[src/rtl/msp_pkg.sv]
`timescale 1ns / 1ps
`default_nettype none

package msp_pkg;

  localparam int COUNTER_RANGE_DEF = 65536;

  localparam int CFG_W     = 31;
  localparam int CFG_IDX_W = 3;
  localparam int ALPHA_W   = 17;
  localparam int MUL_A_W   = 33;
  localparam int MUL_B_W   = 32;
  localparam int PROD_W    = MUL_A_W + MUL_B_W;
  localparam int SAT_IN_W  = 66;
  localparam int DIV_W     = 31;
  localparam int QUO_W     = 16;

  localparam logic [CFG_IDX_W-1:0] CFG_PROP_GAIN    = 3'd0;
  localparam logic [CFG_IDX_W-1:0] CFG_INTEG_GAIN   = 3'd1;
  localparam logic [CFG_IDX_W-1:0] CFG_VOLT_LIMIT   = 3'd2;
  localparam logic [CFG_IDX_W-1:0] CFG_TARGET_ALPHA = 3'd3;
  localparam logic [CFG_IDX_W-1:0] CFG_SPEED_ALPHA  = 3'd4;
  localparam logic [CFG_IDX_W-1:0] CFG_SPEED_SCALE  = 3'd5;
  localparam logic [CFG_IDX_W-1:0] CFG_COUNT_NEGATE = 3'd6;

  localparam logic [CFG_W-1:0]   PROP_GAIN_RST  = 31'd65536;
  localparam logic [CFG_W-1:0]   INTEG_GAIN_RST = 31'd0;
  localparam logic [CFG_W-1:0]   VOLT_LIMIT_RST = 31'd786432;
  localparam logic [CFG_W-1:0]   SPEED_SCALE_RST = 31'd65536;
  localparam logic [ALPHA_W-1:0] ALPHA_ONE      = 17'h10000;

  localparam logic [1:0] DIR_COAST = 2'd0;
  localparam logic [1:0] DIR_CW    = 2'd1;
  localparam logic [1:0] DIR_CCW   = 2'd2;

  localparam logic [QUO_W-1:0] DUTY_FULL = 16'hFFFF;

  typedef enum logic [3:0] {
    S_IDLE,
    S_SPD_MUL,
    S_TGT_MUL,
    S_SPF_MUL,
    S_SPF_UPD,
    S_P_MUL,
    S_I_MUL,
    S_I_UPD,
    S_CLAMP,
    S_DUTY,
    S_DIV,
    S_DONE
  } msp_state_e;

  typedef struct packed {
    logic             start;
    logic [DIV_W-1:0] num;
    logic [DIV_W-1:0] den;
  } div_req_t;

  typedef struct packed {
    logic             done;
    logic [QUO_W-1:0] quo;
  } div_rsp_t;

  localparam logic signed [SAT_IN_W-1:0] SAT_MAX = 66'sh0_7FFF_FFFF;
  localparam logic signed [SAT_IN_W-1:0] SAT_MIN = -66'sh0_8000_0000;

  function automatic logic signed [31:0] sat32(input logic signed [SAT_IN_W-1:0] x);
    logic signed [31:0] r;
    if (x > SAT_MAX) begin
      r = 32'sh7FFF_FFFF;
    end else if (x < SAT_MIN) begin
      r = -32'sh8000_0000;
    end else begin
      r = $signed(x[31:0]);
    end
    return r;
  endfunction

endpackage

`default_nettype wire

[src/rtl/msp_mul.sv]
`timescale 1ns / 1ps
`default_nettype none

module msp_mul (
  input  wire logic                                clk_i,
  input  wire logic signed [msp_pkg::MUL_A_W-1:0]  a_i,
  input  wire logic signed [msp_pkg::MUL_B_W-1:0]  b_i,
  output logic signed      [msp_pkg::PROD_W-1:0]   p_o
);

  logic signed [msp_pkg::PROD_W-1:0] p_q;
  logic signed [msp_pkg::PROD_W-1:0] p_d;

  assign p_d = msp_pkg::PROD_W'(a_i) * msp_pkg::PROD_W'(b_i);

  always_ff @(posedge clk_i) begin
    p_q <= p_d;
  end

  assign p_o = p_q;

endmodule

`default_nettype wire

[config.mk]
export PLATFORM = sky130hd
export DESIGN_NAME = msp_mul
export DESIGN_NICKNAME = d
export VERILOG_FILES = /design/src/rtl/msp_pkg.sv /design/src/rtl/msp_mul.sv
export SDC_FILE = /design/constraint.sdc
export NUM_CORES = 2
export LEC_CHECK = 0
export ABC_AREA = 1
export BUFFER_PORTS_ARGS = -buffer_cell sky130_fd_sc_hd__buf_2
export CAP_MARGIN = 20
export CELL_PAD_IN_SITES_DETAIL_PLACEMENT = 0
export CELL_PAD_IN_SITES_GLOBAL_PLACEMENT = 2
export CORE_UTILIZATION = 39
export CTS_BUF_LIST = sky130_fd_sc_hd__clkbuf_2 sky130_fd_sc_hd__clkbuf_4 sky130_fd_sc_hd__clkbuf_8
export DETAILED_ROUTE_END_ITERATION = 8
export MAX_ROUTING_LAYER = met4
export PLACE_DENSITY_LB_ADDON = 0.1
export SETUP_SLACK_MARGIN = 0.02
export SYNTH_ARGS = -nofsm -noshare
export SYNTH_HDL_FRONTEND = slang
export SYNTH_SLANG_ARGS = --single-unit
[constraint.sdc]
create_clock -name clk_i -period 19.9 [get_ports clk_i]
set_input_delay 1.99 -clock clk_i [delete_from_list [all_inputs] [get_ports clk_i]]
set_output_delay 1.99 -clock clk_i [all_outputs]
set_load 0.02 [all_outputs]
==> flow_summary.yaml <==
final_layout:
  stdcell_count: 6561
  final_util_pct: 41.6
  area_delta_synth_final_pct: 5.13
  nets: 6529
  drive_gt1_share_pct: 4.53
  largest_reg_flops: 65
  multi_input_area_um2: 32500
  regArea_um2: 1300
  fillCellCount: 10800
global_route:
  grt_pass1_wl_um: 201000
  antenna_found_initial: 8
  grt_overflow: 0
  track_usage_pct: 25.5
  grt_pass1_vias: 33500
  grt_max_degree: 35
worst_setup_path:
  crit_family: "adder cells"
  cp.buffers_inverters: 7
  worstPathMaxFanout: 33
  slowest_stage: "fa_1"
  startpoint: "b_i[2]"
  worstPathRequired_ps: 20240
  end_kind: "register"
  crit_type: "primary input to register"
  start_kind: "primary input"
  arrival_ps: 9750
  crit_path_frequent_cell: "fa_1"
  cpPeakStageDelay_ps: 1070
  crit_end: "p_o[64]"
  crit_cells: 25
clocking:
  cts_resized: 0
  h-tree-depth: 3
  cts_tree: "done"
  hold_buffers: 0
  cts.path.max_buffers: 2
  clock_sinks: 65
  ctsRootBufferMaster: "clkbuf_8"
  path_clk_slew_ps: 80
  postCtsSetupBuffers: 0
  numCtsBuffers: 9
die:
  fp-row-count: 118
  chipWidth_um: 327
  pin_count: 131
  core_um2: 104000
  die_y_um: 327
  dieArea_um2: 107000
  start_util_pct: 39.5
routing:
  first_iter_violations: 1717
  via_count: 30500
  viasPerCell: 4.65
  highest_layer: "met4"
  met2WireLength_um: 62200
  routed-wl-met3_um: 4020
  drt-total-wl_um: 125000
  first_pass_iters: 5
  wl_met1_um: 58100
  wl_per_cell_um: 19.1
  antenna_left: 0
  drc_errors: 0
logic_synthesis:
  synth_mux_area_share_pct: 0
  synth_nets: 6575
  synth.area.top_cells: "fa_1 (54%), inv_1 (16%), nand2_1 (13%)"
  synth_xor_area_share_pct: 0.895
  synth_top_family_by_area: "adder cells"
  synth_largest_area_cell: "fa_1"
  ys_ff_latch: 65
  synth-simple-area-share_pct: 16.8
  synth_area_um2: 41100
  synthCells: 5211
  yosysUniqueCellTypes: 31
  syn_avg_cell_area_um2: 7.89
  synth_compound_area_share_pct: 1.66
  yosysSeqAreaShare_pct: 3.17
  synth_top_area_share_pct: 54.2
  synth_fa_ha_area_share_pct: 59.8
  yosysWarnings: 0
sta:
  tightest_slew_ps: 973
  fin_ws_ps: 10490
  min_period_ps: 9410
  final-setup-viol-count: 0
  period_share_pct: 47.3
  fmax_mhz: 106
  slew_viol_final: 0
  fin_tns_setup_ps: 0
  hold_viol_final: 0
  maxSlewHeadroom_pct: 35.1
  rsz0062_at_grt: "no"
run_status:
  outcome: "completed"
place:
  dp.cells: 6534
  place.gp.congestion: 0.879
  hpwlAfterDp_um: 107000
  preCtsSetupSlack_ps: 10070
  port_buffers: 130
job:
  drv_cap: 0
worst_hold_path:
  worstHoldPathType: "primary input to register"
## cell usage after synthesis, drive strengths merged
library cell / number
a21boi: 3
a21o: 5
a21oi: 70
and3: 1
buf: 7
clkbuf: 219
dfxtp: 65
fa: 1112
ha: 186
inv: 1707
nand2: 1475
nand3: 71
nand3b: 2
nand4: 20
nor2: 159
nor3: 14
nor4: 1
o21a: 2
o21ai: 30
o21bai: 14
or2: 6
xnor2: 9
xor2: 33
## worst min-delay path by stage
stage	slack, ps	startpoint	end	cells past startpoint
final	2150	b_i[0]	p_o[0]	4
after global routing	2160	b_i[0]	p_o[0]	4
after CTS	2140	b_i[0]	p_o[0]	4
after detailed placement	2400	p_o[45]	p_o[45]	1
after global placement	2410	p_o[20]	p_o[20]	1
after floorplan	2260	b_i[0]	p_o[0]	3
## stage by stage
step / area [um^2] / hold WS [ps]
2_1_floorplan: 41100 / 2260
3_3_place_gp: 42900 / 2410
3_5_place_dp: 42900 / 2400
4_1_cts: 43200 / 2140
5_1_grt: 43200 / 2160
6_report: 43200 / 2150
## worst min-delay path, stage by stage
cell,delay (ps)
buf_2,90
buf_4,260
nand2_1,120
inv_1,40
## cells in the final DEF, fill, tap and decap left out, drive strengths merged, types with 9 or more instances in the layout
| cell | instances |
|---|---|
| inv | 1709 |
| nand2 | 1475 |
| fa | 1112 |
| ha | 186 |
| buf | 169 |
| nor2 | 159 |
| nand3 | 71 |
| a21oi | 70 |
| dfxtp | 65 |
| xor2 | 33 |
| o21ai | 30 |
| nand4 | 20 |
| o21bai | 14 |
| nor3 | 14 |
| diode | 11 |
| clkbuf | 11 |
| xnor2 | 9 |
## area by class of cell
type,instances,area share (%)
Sequential cell,65,3.01
Clock inverter,5,0.249
Multi-Input combinational cell,3213,75.3
Timing Repair Buffer,169,2.18
Antenna cell,11,0.0637
Inverter,1707,14.8
Tap cell,1380,4.00
Clock buffer,11,0.350
## cell families (layout without fill, tap and decap cells)
kind of cell               Yosys count  after routing
AOI/OAI and AO/OA                  124            124
other                                0             11
and+or+nand+nor                   1749           1749
adders and majority gates         1298           1298
DFF                                 65             65
xor gates and xnor gates            42             42
buffers and inverters             1933           1892
## routing by layer
metal  up-vias  track usage (%)
li1      14100                -
met1     15900             35.7
met2       492             42.5
met3        52             1.41
met4         0             2.44
met5         -                -
Power is not shown: default switching activity piles up to over one toggle a cycle in this logic, so the estimate is an artifact.
