File: src/rtl/msp_pkg.sv
`timescale 1ns / 1ps
`default_nettype none

package msp_pkg;

  localparam int COUNTER_RANGE_DEF = 65536;

  localparam int CFG_W     = 31;
  localparam int CFG_IDX_W = 3;
  localparam int ALPHA_W   = 17;
  localparam int MUL_A_W   = 33;
  localparam int MUL_B_W   = 32;
  localparam int PROD_W    = MUL_A_W + MUL_B_W;
  localparam int SAT_IN_W  = 66;
  localparam int DIV_W     = 31;
  localparam int QUO_W     = 16;

  localparam logic [CFG_IDX_W-1:0] CFG_PROP_GAIN    = 3'd0;
  localparam logic [CFG_IDX_W-1:0] CFG_INTEG_GAIN   = 3'd1;
  localparam logic [CFG_IDX_W-1:0] CFG_VOLT_LIMIT   = 3'd2;
  localparam logic [CFG_IDX_W-1:0] CFG_TARGET_ALPHA = 3'd3;
  localparam logic [CFG_IDX_W-1:0] CFG_SPEED_ALPHA  = 3'd4;
  localparam logic [CFG_IDX_W-1:0] CFG_SPEED_SCALE  = 3'd5;
  localparam logic [CFG_IDX_W-1:0] CFG_COUNT_NEGATE = 3'd6;

  localparam logic [CFG_W-1:0]   PROP_GAIN_RST  = 31'd65536;
  localparam logic [CFG_W-1:0]   INTEG_GAIN_RST = 31'd0;
  localparam logic [CFG_W-1:0]   VOLT_LIMIT_RST = 31'd786432;
  localparam logic [CFG_W-1:0]   SPEED_SCALE_RST = 31'd65536;
  localparam logic [ALPHA_W-1:0] ALPHA_ONE      = 17'h10000;

  localparam logic [1:0] DIR_COAST = 2'd0;
  localparam logic [1:0] DIR_CW    = 2'd1;
  localparam logic [1:0] DIR_CCW   = 2'd2;

  localparam logic [QUO_W-1:0] DUTY_FULL = 16'hFFFF;

  typedef enum logic [3:0] {
    S_IDLE,
    S_SPD_MUL,
    S_TGT_MUL,
    S_SPF_MUL,
    S_SPF_UPD,
    S_P_MUL,
    S_I_MUL,
    S_I_UPD,
    S_CLAMP,
    S_DUTY,
    S_DIV,
    S_DONE
  } msp_state_e;

  typedef struct packed {
    logic             start;
    logic [DIV_W-1:0] num;
    logic [DIV_W-1:0] den;
  } div_req_t;

  typedef struct packed {
    logic             done;
    logic [QUO_W-1:0] quo;
  } div_rsp_t;

  localparam logic signed [SAT_IN_W-1:0] SAT_MAX = 66'sh0_7FFF_FFFF;
  localparam logic signed [SAT_IN_W-1:0] SAT_MIN = -66'sh0_8000_0000;

  function automatic logic signed [31:0] sat32(input logic signed [SAT_IN_W-1:0] x);
    logic signed [31:0] r;
    if (x > SAT_MAX) begin
      r = 32'sh7FFF_FFFF;
    end else if (x < SAT_MIN) begin
      r = -32'sh8000_0000;
    end else begin
      r = $signed(x[31:0]);
    end
    return r;
  endfunction

endpackage

`default_nettype wire

File: src/rtl/msp_div.sv
`timescale 1ns / 1ps
`default_nettype none

module msp_div (
  input  wire logic              clk_i,
  input  wire logic              rst_ni,
  input  wire msp_pkg::div_req_t req_i,
  output msp_pkg::div_rsp_t      rsp_o
);

  localparam int W = msp_pkg::DIV_W;
  localparam int Q = msp_pkg::QUO_W;
  localparam int CW = $clog2(Q);

  logic          busy_q, busy_d;
  logic          done_q, done_d;
  logic [CW-1:0] cnt_q, cnt_d;
  logic [W-1:0]  rem_q, rem_d;
  logic [W-1:0]  den_q, den_d;
  logic [Q-1:0]  quo_q, quo_d;
  logic [W:0]    shifted;
  logic          ge;

  assign shifted = {rem_q, 1'b0};
  assign ge      = shifted >= {1'b0, den_q};

  always_comb begin
    busy_d = busy_q;
    done_d = 1'b0;
    cnt_d  = cnt_q;
    rem_d  = rem_q;
    den_d  = den_q;
    quo_d  = quo_q;
    if (req_i.start) begin
      busy_d = 1'b1;
      cnt_d  = CW'(Q - 1);
      rem_d  = req_i.num;
      den_d  = req_i.den;
    end else if (busy_q) begin
      rem_d = ge ? W'(shifted - {1'b0, den_q}) : shifted[W-1:0];
      quo_d = {quo_q[Q-2:0], ge};
      if (cnt_q == '0) begin
        busy_d = 1'b0;
        done_d = 1'b1;
      end else begin
        cnt_d = cnt_q - 1'b1;
      end
    end
  end

  always_ff @(posedge clk_i or negedge rst_ni) begin
    if (!rst_ni) begin
      busy_q <= 1'b0;
      done_q <= 1'b0;
      cnt_q  <= '0;
    end else begin
      busy_q <= busy_d;
      done_q <= done_d;
      cnt_q  <= cnt_d;
    end
  end

  always_ff @(posedge clk_i) begin
    rem_q <= rem_d;
    den_q <= den_d;
    quo_q <= quo_d;
  end

  assign rsp_o.done = done_q;
  assign rsp_o.quo  = quo_q;

endmodule

`default_nettype wire

File: config.mk
export PLATFORM = sky130hd
export DESIGN_NAME = msp_div
export DESIGN_NICKNAME = d
export VERILOG_FILES = /design/src/rtl/msp_pkg.sv /design/src/rtl/msp_div.sv
export SDC_FILE = /design/constraint.sdc
export NUM_CORES = 1
export LEC_CHECK = 0
export BUFFER_PORTS_ARGS = -buffer_cell sky130_fd_sc_hd__buf_2
export CORE_MARGIN = 5
export CORE_UTILIZATION = 30
export CTS_BUF_LIST = sky130_fd_sc_hd__clkbuf_8
export DETAILED_ROUTE_END_ITERATION = 10
export PLACE_DENSITY = 0.46
export SYNTH_ARGS = -nofsm -noshare
export SYNTH_HDL_FRONTEND = slang
export SYNTH_SLANG_ARGS = --single-unit
export TNS_END_PERCENT = 10
File: constraint.sdc
create_clock -name clk_i -period 5.8 [get_ports clk_i]
set_clock_uncertainty 0.2 [all_clocks]
set_input_delay 1.74 -clock clk_i [delete_from_list [all_inputs] [get_ports clk_i]]
set_output_delay 1.74 -clock clk_i [all_outputs]
set_load 0.01 [all_outputs]
==> results.md, run 1 <==
Power and ir drop:
- IR analysis of the VDD net gives a maximum drop of 144 uV.
- The leakage dissipation is 2.50 nW.
- The power spent charging and discharging nets is 1.19 mW.
- The portion of total power attributed to sequential cells is 32.4%.
- The share of total power dissipated in the clock network is 13.6%.
- The internal cell power is 1.65 mW.
- The share of total power dissipated in combinational logic is 54.0%.
- Dividing total power by cell area gives a power density of 478 nW/um^2.
- The net switching fraction of the power is 41.9%.

Placed design:
- The count of buffers added on input and output ports is 81.
- The placer congestion estimate is 0.842.
- Summed over all nets, the half-perimeter wirelength after detailed placement is 8.92 mm.

Yosys:
- The mapped netlist covers 5110 sq um.
- For this run, the register share of the synthesized area comes to 48.7%.
- The share of async-settable or async-resettable flops after synthesis is 7.14%.
- In the synthesized netlist, the number of instances is 496.
- The synthesized netlist net count is 594.
- For this run, the number of Yosys warnings is 0.
- The netlist uses 60 different library cells.
- The most used flip-flop cell after synthesis is edfxtp_1.
- The number of flip-flops and latches in the synthesized netlist is 84.
- Dividing the synthesized area by the synthesized cell count gives 10.3 sq um.
- The number of synthesized flops with an enable pin is 78.

Drt:
- The number of vias per cell after detailed routing is 4.81.
- Wires add up to 12.3 mm.
- The via count is 3864.
- The detailed router used layers up to and including met4.
- In the routed design, unresolved DRC markers number 0.
- The DRC marker count from the first detailed-route iteration is 285.
- The length of the first detailed-routing pass in iterations is 4.
- The number of antenna-violating nets in the routed design is 0.
- The total met2 wirelength after detailed routing is 5.56 mm.
- The detailed-routing wirelength on met1 is 6.18 mm.
- The average detailed-routed wire length per instance is 15.3 um.
- The met3 layer wire length in the routed design is 486 um.

Min path:
- The origin of the worst min-delay path is quo_q[10]$_DFFE_PP_.
- The min-delay analysis places its worst path in the category flip-flop to flip-flop.

Floorplanning:
- The die height is 141 um.
- After floorplanning, the core was sized to cover 16600 sq um.
- The die is 141 um wide.
- The initial utilization of the core area, before any placement, comes to 30.7%.
- The floorplan step defined a die boundary enclosing 19800 sq um.
- In this run the core area contains 47 standard-cell rows.
- The I/O pin count is 82.

Worst setup path:
- The number of buffer and inverter stages on the critical path is 1.
- Traced cell by cell, the critical path runs through ha_1, a21oi_2, o21ai_0, a2111oi_1, a211oi_2, a211oi_4, buf_4, o21ai_0, mux2_2.
- The kind of cell with the highest combined delay on the critical path is compound AO/OA/AOI/OAI gates.
- The slowest stage of the critical path is the buf_4 cell.
- The largest driver fanout on the critical path is 53.
- The critical path startpoint category is a flip-flop.
- The worst setup path startpoint is rem_q[14]$_DFFE_PP_.
- The launch instance of the worst register-to-register path is rem_q[14]$_DFFE_PP_.
- The peak per-stage delay on the critical path is 490 ps.
- The critical path class is flip-flop to flip-flop.
- The most numerous cell type found on the critical path is o21ai_0.
- STA classifies the critical path endpoint as a flip-flop.
- For the worst setup path, the data arrival time is 3400 ps.
- Data on the critical path is required at its endpoint by 5740 ps.

Timing:
- The number of pins with negative max-slew slack in the final report is 0.
- The worst hold margin is 254 ps.
- The setup TNS is 0 ps.
- The number of hold-slack violations in the final timing report came to 0.
- The final count of negative-setup-slack endpoints is 0.
- The worst max-slew margin expressed relative to the limit is 42.4%.
- The post-route minimum period is 3460 ps.
- The pin slew with the least headroom to its limit is 864 ps.
- Dividing the final minimum period by the clock period gives 59.6%.
- For this run, the top clock speed supported by timing is 0.289 GHz.
- Setup repair after global routing left no endpoint under its margin.

Finish:
- In the layout the commonest cells are buf_2, edfxtp_1, nand2_1.
- The final layout net count is 676.
- In the final layout, flip-flops and latches occupy 2490 sq um.
- The filler cell count is 1769.
- In the final layout, the share of cells above drive strength 1 is 20.6%.
- The number of diodes is 0.
- Leaving out fill and tap cells, the most frequent cell in the layout is buf_2.
- From synthesis to final layout, the design area changed by 16.1%.
- In the final layout, the multi-input gates occupy 2380 sq um.

Global routing:
- The number of antenna violations at the first check in global routing is 0.
- The total global routing track utilization is 12.6%.
- Entering global routing, the biggest net connects 54 pins.
- The number of global-route vias before repair was 3942.
- The total congestion overflow is 0.
- The wire length of the first global-routing pass is 19.9 mm.

Clock tree:
- The H-tree depth is 3.
- Once the clock tree was built, the resizer swapped 0 gates to a different size.
- Buffers inserted to repair hold after CTS numbered 0.
- TritonCTS built the clock tree.
- The cell at the root of the clock tree is clkbuf_8.
- The tree built by TritonCTS fans out to 84 sinks.
- The clock reaches the later pin of the worst-skew pair after 380 ps.
- After clock tree synthesis, the clock-pin slew on the worst setup and hold paths is 100 ps.
- Buffers added to address setup during post-CTS repair amount to 0.
- TritonCTS created 9 clock buffers.
- The number of buffers between clock root and the deepest sink is 2.

Status:
- The run finished with clean final reports.

Run:
- Max-cap violations in this run came to 0.
## per-stage QoR
| step | instance area (sq um) | util (%) | total power [mW] | instances | worst slack [ps] |
|---|---|---|---|---|---|
| 5_1_grt | 5940 | 35.7 | 3.09 | 803 | 2020 |
| 3_3_place_gp | 5770 | 34.7 | 2.45 | 787 | 2200 |
| 4_1_cts | 5940 | 35.7 | 2.87 | 803 | 2280 |
| 6_report | 5940 | 35.7 | 2.84 | 803 | 2340 |
| 2_1_floorplan | 5110 | - | 2.11 | 496 | 2500 |
| 3_5_place_dp | 5770 | 34.7 | 2.46 | 787 | 2130 |
## flip-flops by register name (all words and copies together) (netlist names)
name,flops
den_q,31
rem_q,31
quo_q,16
cnt_q,4
busy_q,1
done_q,1
## power by group through the flow
| stage | Sequential (mW) | Clock (mW) | Combinational, mW |
|---|---|---|---|
| after floorplan | 0.917 | 0 | 1.19 |
| after detailed placement | 0.933 | 0 | 1.53 |
| after CTS | 0.923 | 0.404 | 1.54 |
| final | 0.921 | 0.386 | 1.53 |
| after global placement | 0.930 | 0 | 1.52 |
| after global routing | 0.942 | 0.427 | 1.72 |
## final timing paths
kind                                             end  slack (ps)  depth (start not counted)
worst max-delay path              rem_q[4]$_DFFE_PP_        2340                          9
worst max register to register    rem_q[4]$_DFFE_PP_        2340                          9
max in group asynchronous           busy_q$_DFF_PN0_        4280                          1
worst min register to register   quo_q[11]$_DFFE_PP_         250                          0
min in group asynchronous       cnt_q[3]$_DFFE_PN0P_         980                          1
worst min-delay path             quo_q[11]$_DFFE_PP_         250                          0
## synthesized netlist by cell type (7+ instances only)
master     n  area [sq um]
a21o_1     9          67.6
a21oi_1   42           210
a31oi_1    7          43.8
clkbuf_1   9          33.8
edfxtp_1  78          2340
ha_1      32           400
inv_1     45           169
nand2_1   52           195
nand3_1    7          35.0
nor2_1    23          86.3
nor3_1    11          55.1
o211ai_1   8          60.1
o21a_1    12          90.1
o21ai_0   39           195
xnor2_1   11          96.3
xor2_1    13           114
## final cells by class
class	instances	area share (%)
Tap cell	220	4.63
Inverter	46	2.91
Clock inverter	6	0.590
Sequential cell	84	42.0
Timing Repair Buffer	86	7.46
Clock buffer	10	2.32
Multi-Input combinational cell	351	40.1
## metal layers
metal	up-vias	track usage [%]
met1	1803	17.2
li1	1985	-
met5	-	0
met2	74	19.7
met3	2	2.47
met4	0	4.90
## cells by family (layout without fill, tap and decap cells)
group                      count (synthesis)  in the layout  share of synthesized area (%)
and+or+nand+nor                          130            130                           12.3
AOI/OAI and AO/OA                        150            150                           18.9
muxes                                     14             14                           3.08
buffers and inverters                     61            148                           4.67
adders and majority gates                 33             33                           8.22
xor gates and xnor gates                  24             24                           4.11
DFF                                       84             84                           48.7
(Power assumes the default switching activity.)
==> run 2: changes to the inputs <==
clock period = 3.4 ns   (was 5.8 ns; I/O delays follow)
==> run 2 against run 1 <==
Count of clock-buffer cells in the layout down 1. Non-clock buffer count increased by 6. Flip-flop and latch count stayed put. First-iteration DRC count decreased by 25%. Total power increased by 80%. Die area did not move. Critical path type unchanged. Critical endpoint is now rem_q[13]$_DFFE_PP_. Largest cell class unchanged. Highest routed layer unchanged.
==> results.md, run 2 (synthesis gave the netlist of run 1 again) <==
Worst setup path:
- The signal arrival time at the worst endpoint came to 3150 ps (-250 ps).
- The depth of the worst register-to-register path is 9 (unchanged).
- The critical path class is flip-flop to flip-flop.
- The largest individual stage delay along the critical path comes from the cell edfxtp_1.
- The critical path goes through ha_1, and3b_1, o2111a_1, or3_1, or2_1, a21oi_1, xnor2_1, mux2_4, mux2_4.
- The setup slack of the worst register-to-register path is 190 ps (-2150 ps).
- The worst setup path startpoint is rem_q[1]$_DFFE_PP_.
- STA classifies the critical path startpoint as a flip-flop.
- In this run the critical register-to-register path is captured at rem_q[13]$_DFFE_PP_.
- The peak per-stage delay on the critical path was 390 ps (-100 ps).
- The endpoint required time on the critical path is 3340 ps (-2400 ps).
- The endpoint of the worst setup timing path is rem_q[13]$_DFFE_PP_.
- The launch instance of the worst register-to-register path is rem_q[1]$_DFFE_PP_.
- By instance count, the cell type seen most on the critical path is mux2_4.
- The worst setup path is captured at a flip-flop.
- The largest driver fanout on the critical path is 6 (-89%).

Floorplanning:
- The overall die width is 141 um (unchanged).
- The placeable core region is 16600 sq um (unchanged).
- The row count came to 47 (unchanged).
- The total die area is 19800 sq um (unchanged).
- The die height is 141 um (unchanged).
- The initial cell density of the core is 30.7% (unchanged).
- The I/O pin count was 82 (unchanged).

Clock tree:
- The number of buffers added by the clock tree synthesis step is 9 (unchanged).
- The H-tree depth is 3 (unchanged).
- The clock transition time at the flip-flop clock pins of the worst setup and hold paths was 90 ps (about the same).
- The number of instances resized during post-cts repair was 0 (unchanged).
- The CTS tree is built.
- The number of hold buffers added after cts is 0 (unchanged).
- The sink count of the clock tree is 84 (unchanged).
- The number of buffers between clock root and the deepest sink is 2 (unchanged).
- The number of setup buffers added after CTS was 0 (unchanged).
- The insertion delay to the later sink of the worst-skew pair is 390 ps (about the same).
- Clock tree synthesis selected as its root buffer the cell clkbuf_8.

Power and ir drop:
- The cell area power density was 842 nW/um^2 (+76%).
- The peak supply drop was 313 uV (+120%).
- The total power came to 5.12 mW (+80%).
- The leakage dissipation is 2.56 nW (+2.5%).

Placed design:
- The number of buffers inserted by port buffering is 81 (unchanged).
- The final HPWL from detailed placement is 9.39 mm (+5.2%).
- The placer congestion estimate is 0.862 (+2.4%).
- The post-placement cell count is 793 (+0.76%).

Drt:
- The final wirelength is 12.5 mm (+1.8%).
- The average detailed-routed wire length per instance is 15.5 um (+1.0%).
- The DRC marker count from the first detailed-route iteration came to 215 (-25%).
- The number of vias per cell after detailed routing was 4.88 (+1.4%).
- The length of the first detailed-routing pass in iterations is 4 (unchanged).
- The via count is 3946 (+2.1%).
- The post-detailed-route DRC marker count is 0 (unchanged).
- The number of antenna-violating nets in the routed design was 0 (unchanged).

Finish:
- The fraction of layout cells with a size suffix above 1 is 22.1% (+1.5 points).
- The number of diodes was 0 (unchanged).
- The filler cell count was 1733 (-2.0%).
- The most common cell after layout, fill and taps aside is buf_2.
- Leaving out fill and tap cells, the most frequent cells in the layout are buf_2, edfxtp_1, nand2_1.
- The final layout net count is 682 (+0.89%).
- The area growth from synthesis to layout is 18.9%.
- In the final layout, the registers with the most flip-flops are den_q x31, rem_q x31, quo_q x16.
- The post-layout instance count excluding filler cells is 809 (+0.75%).

Timing:
- The setup TNS is 0 ps (unchanged).
- The final count of negative-setup-slack endpoints is 0 (unchanged).
- Setup repair after global routing left no endpoint under its margin.
- The number of pins with negative max-slew slack in the final report came to 0 (unchanged).
- The worst hold margin is 247 ps (-6.61 ps).
- The post-route fraction of the period consumed by the critical path is 94.3% (+35 points).
- The post-route minimum period is 3210 ps (-250 ps).
- The pin slew with the least headroom to its limit is 521 ps (-343 ps).
- The highest clock frequency the design can meet is 0.312 GHz (+7.8%).
- The number of hold-slack violations in the final timing report is 0 (unchanged).
- The worst max-slew margin expressed relative to the limit was 64.8% (+22 points).

Status:
- The flow ran to the end, and the final reports show no timing, DRC or antenna violations.

Global routing:
- The total congestion overflow was 0 (unchanged).
- The total global routing track utilization came to 13.1% (+0.51 points).
- The number of global-route vias before repair is 4052 (+2.8%).
- The wire length of the first global-routing pass is 20.8 mm (+4.3%).
- The number of antenna violations at the first check in global routing is 0 (unchanged).
- The largest net degree at the start of global routing came to 35 (-35%).

Min path:
- The kind of path behind the tightest hold check is primary input to async pin.

Run:
- The number of max-cap violations is 0 (unchanged).
run 2: changes by cell type in the layout (fill, tap and decap cells not counted), sizes merged:
cell	before	now
clkbuf	10	9
bufinv	0	2
clkinvlp	3	2
buf	86	92
run 2: where the power goes:
| part | total [mW] | switching [mW] | leakage [nW] | internal, mW |
|---|---|---|---|---|
| registers | 1.57 | 0.127 | 0.848 | 1.44 |
| logic | 2.73 | 1.56 | 1.61 | 1.17 |
| clock network | 0.820 | 0.403 | 0.106 | 0.417 |
| total | 5.12 | 2.09 | 2.56 | 3.03 |
run 2: layer usage:
metal	track usage [%]	vias to the layer above	share of wire, %
li1	-	2001	-
met1	18.3	1838	50
met2	19.5	91	43
met3	2.78	16	5.3
met4	5.76	0	2.1
met5	0	-	0
run 2: worst min-delay path by stage:
stage / from / to / slack [ps] / depth (start not counted)
4_1_cts: rst_ni / done_q$_DFF_PN0_ / 230 / 1
3_5_place_dp: quo_q[10]$_DFFE_PP_ / quo_q[11]$_DFFE_PP_ / 230 / 0
6_report: rst_ni / done_q$_DFF_PN0_ / 250 / 1
3_3_place_gp: quo_q[2]$_DFFE_PP_ / quo_q[3]$_DFFE_PP_ / 230 / 0
5_1_grt: rst_ni / done_q$_DFF_PN0_ / 240 / 1
2_1_floorplan: quo_q[9]$_DFFE_PP_ / quo_q[10]$_DFFE_PP_ / 300 / 0
run 2: critical path, delay by kind of cell, from the launching register on:
family | cells | cell delay (ps)
flops | 1 | 390
mux | 2 | 510
compound gates | 2 | 520
xor+xnor | 1 | 90
fa+ha+maj | 1 | 390
simple gates | 3 | 850
run 2: area by class of cell:
| class | instances | area (sq um) | area share, % |
|---|---|---|---|
| Clock inverter | 7 | 97.6 | 1.60 |
| Timing Repair Buffer | 92 | 526 | 8.64 |
| Clock buffer | 9 | 124 | 2.04 |
| Inverter | 46 | 173 | 2.84 |
| Sequential cell | 84 | 2490 | 41.0 |
| Tap cell | 220 | 275 | 4.53 |
| Multi-Input combinational cell | 351 | 2390 | 39.4 |
run 2: per-stage QoR:
stage	instance area, sq um	worst slack (ps)	utilization [%]
floorplan	5110	336	-
global placement	5850	193	35.1
detailed placement	5850	196	35.1
CTS	6070	180	36.5
global route	6080	45.7	36.5
finish	6080	195	36.5
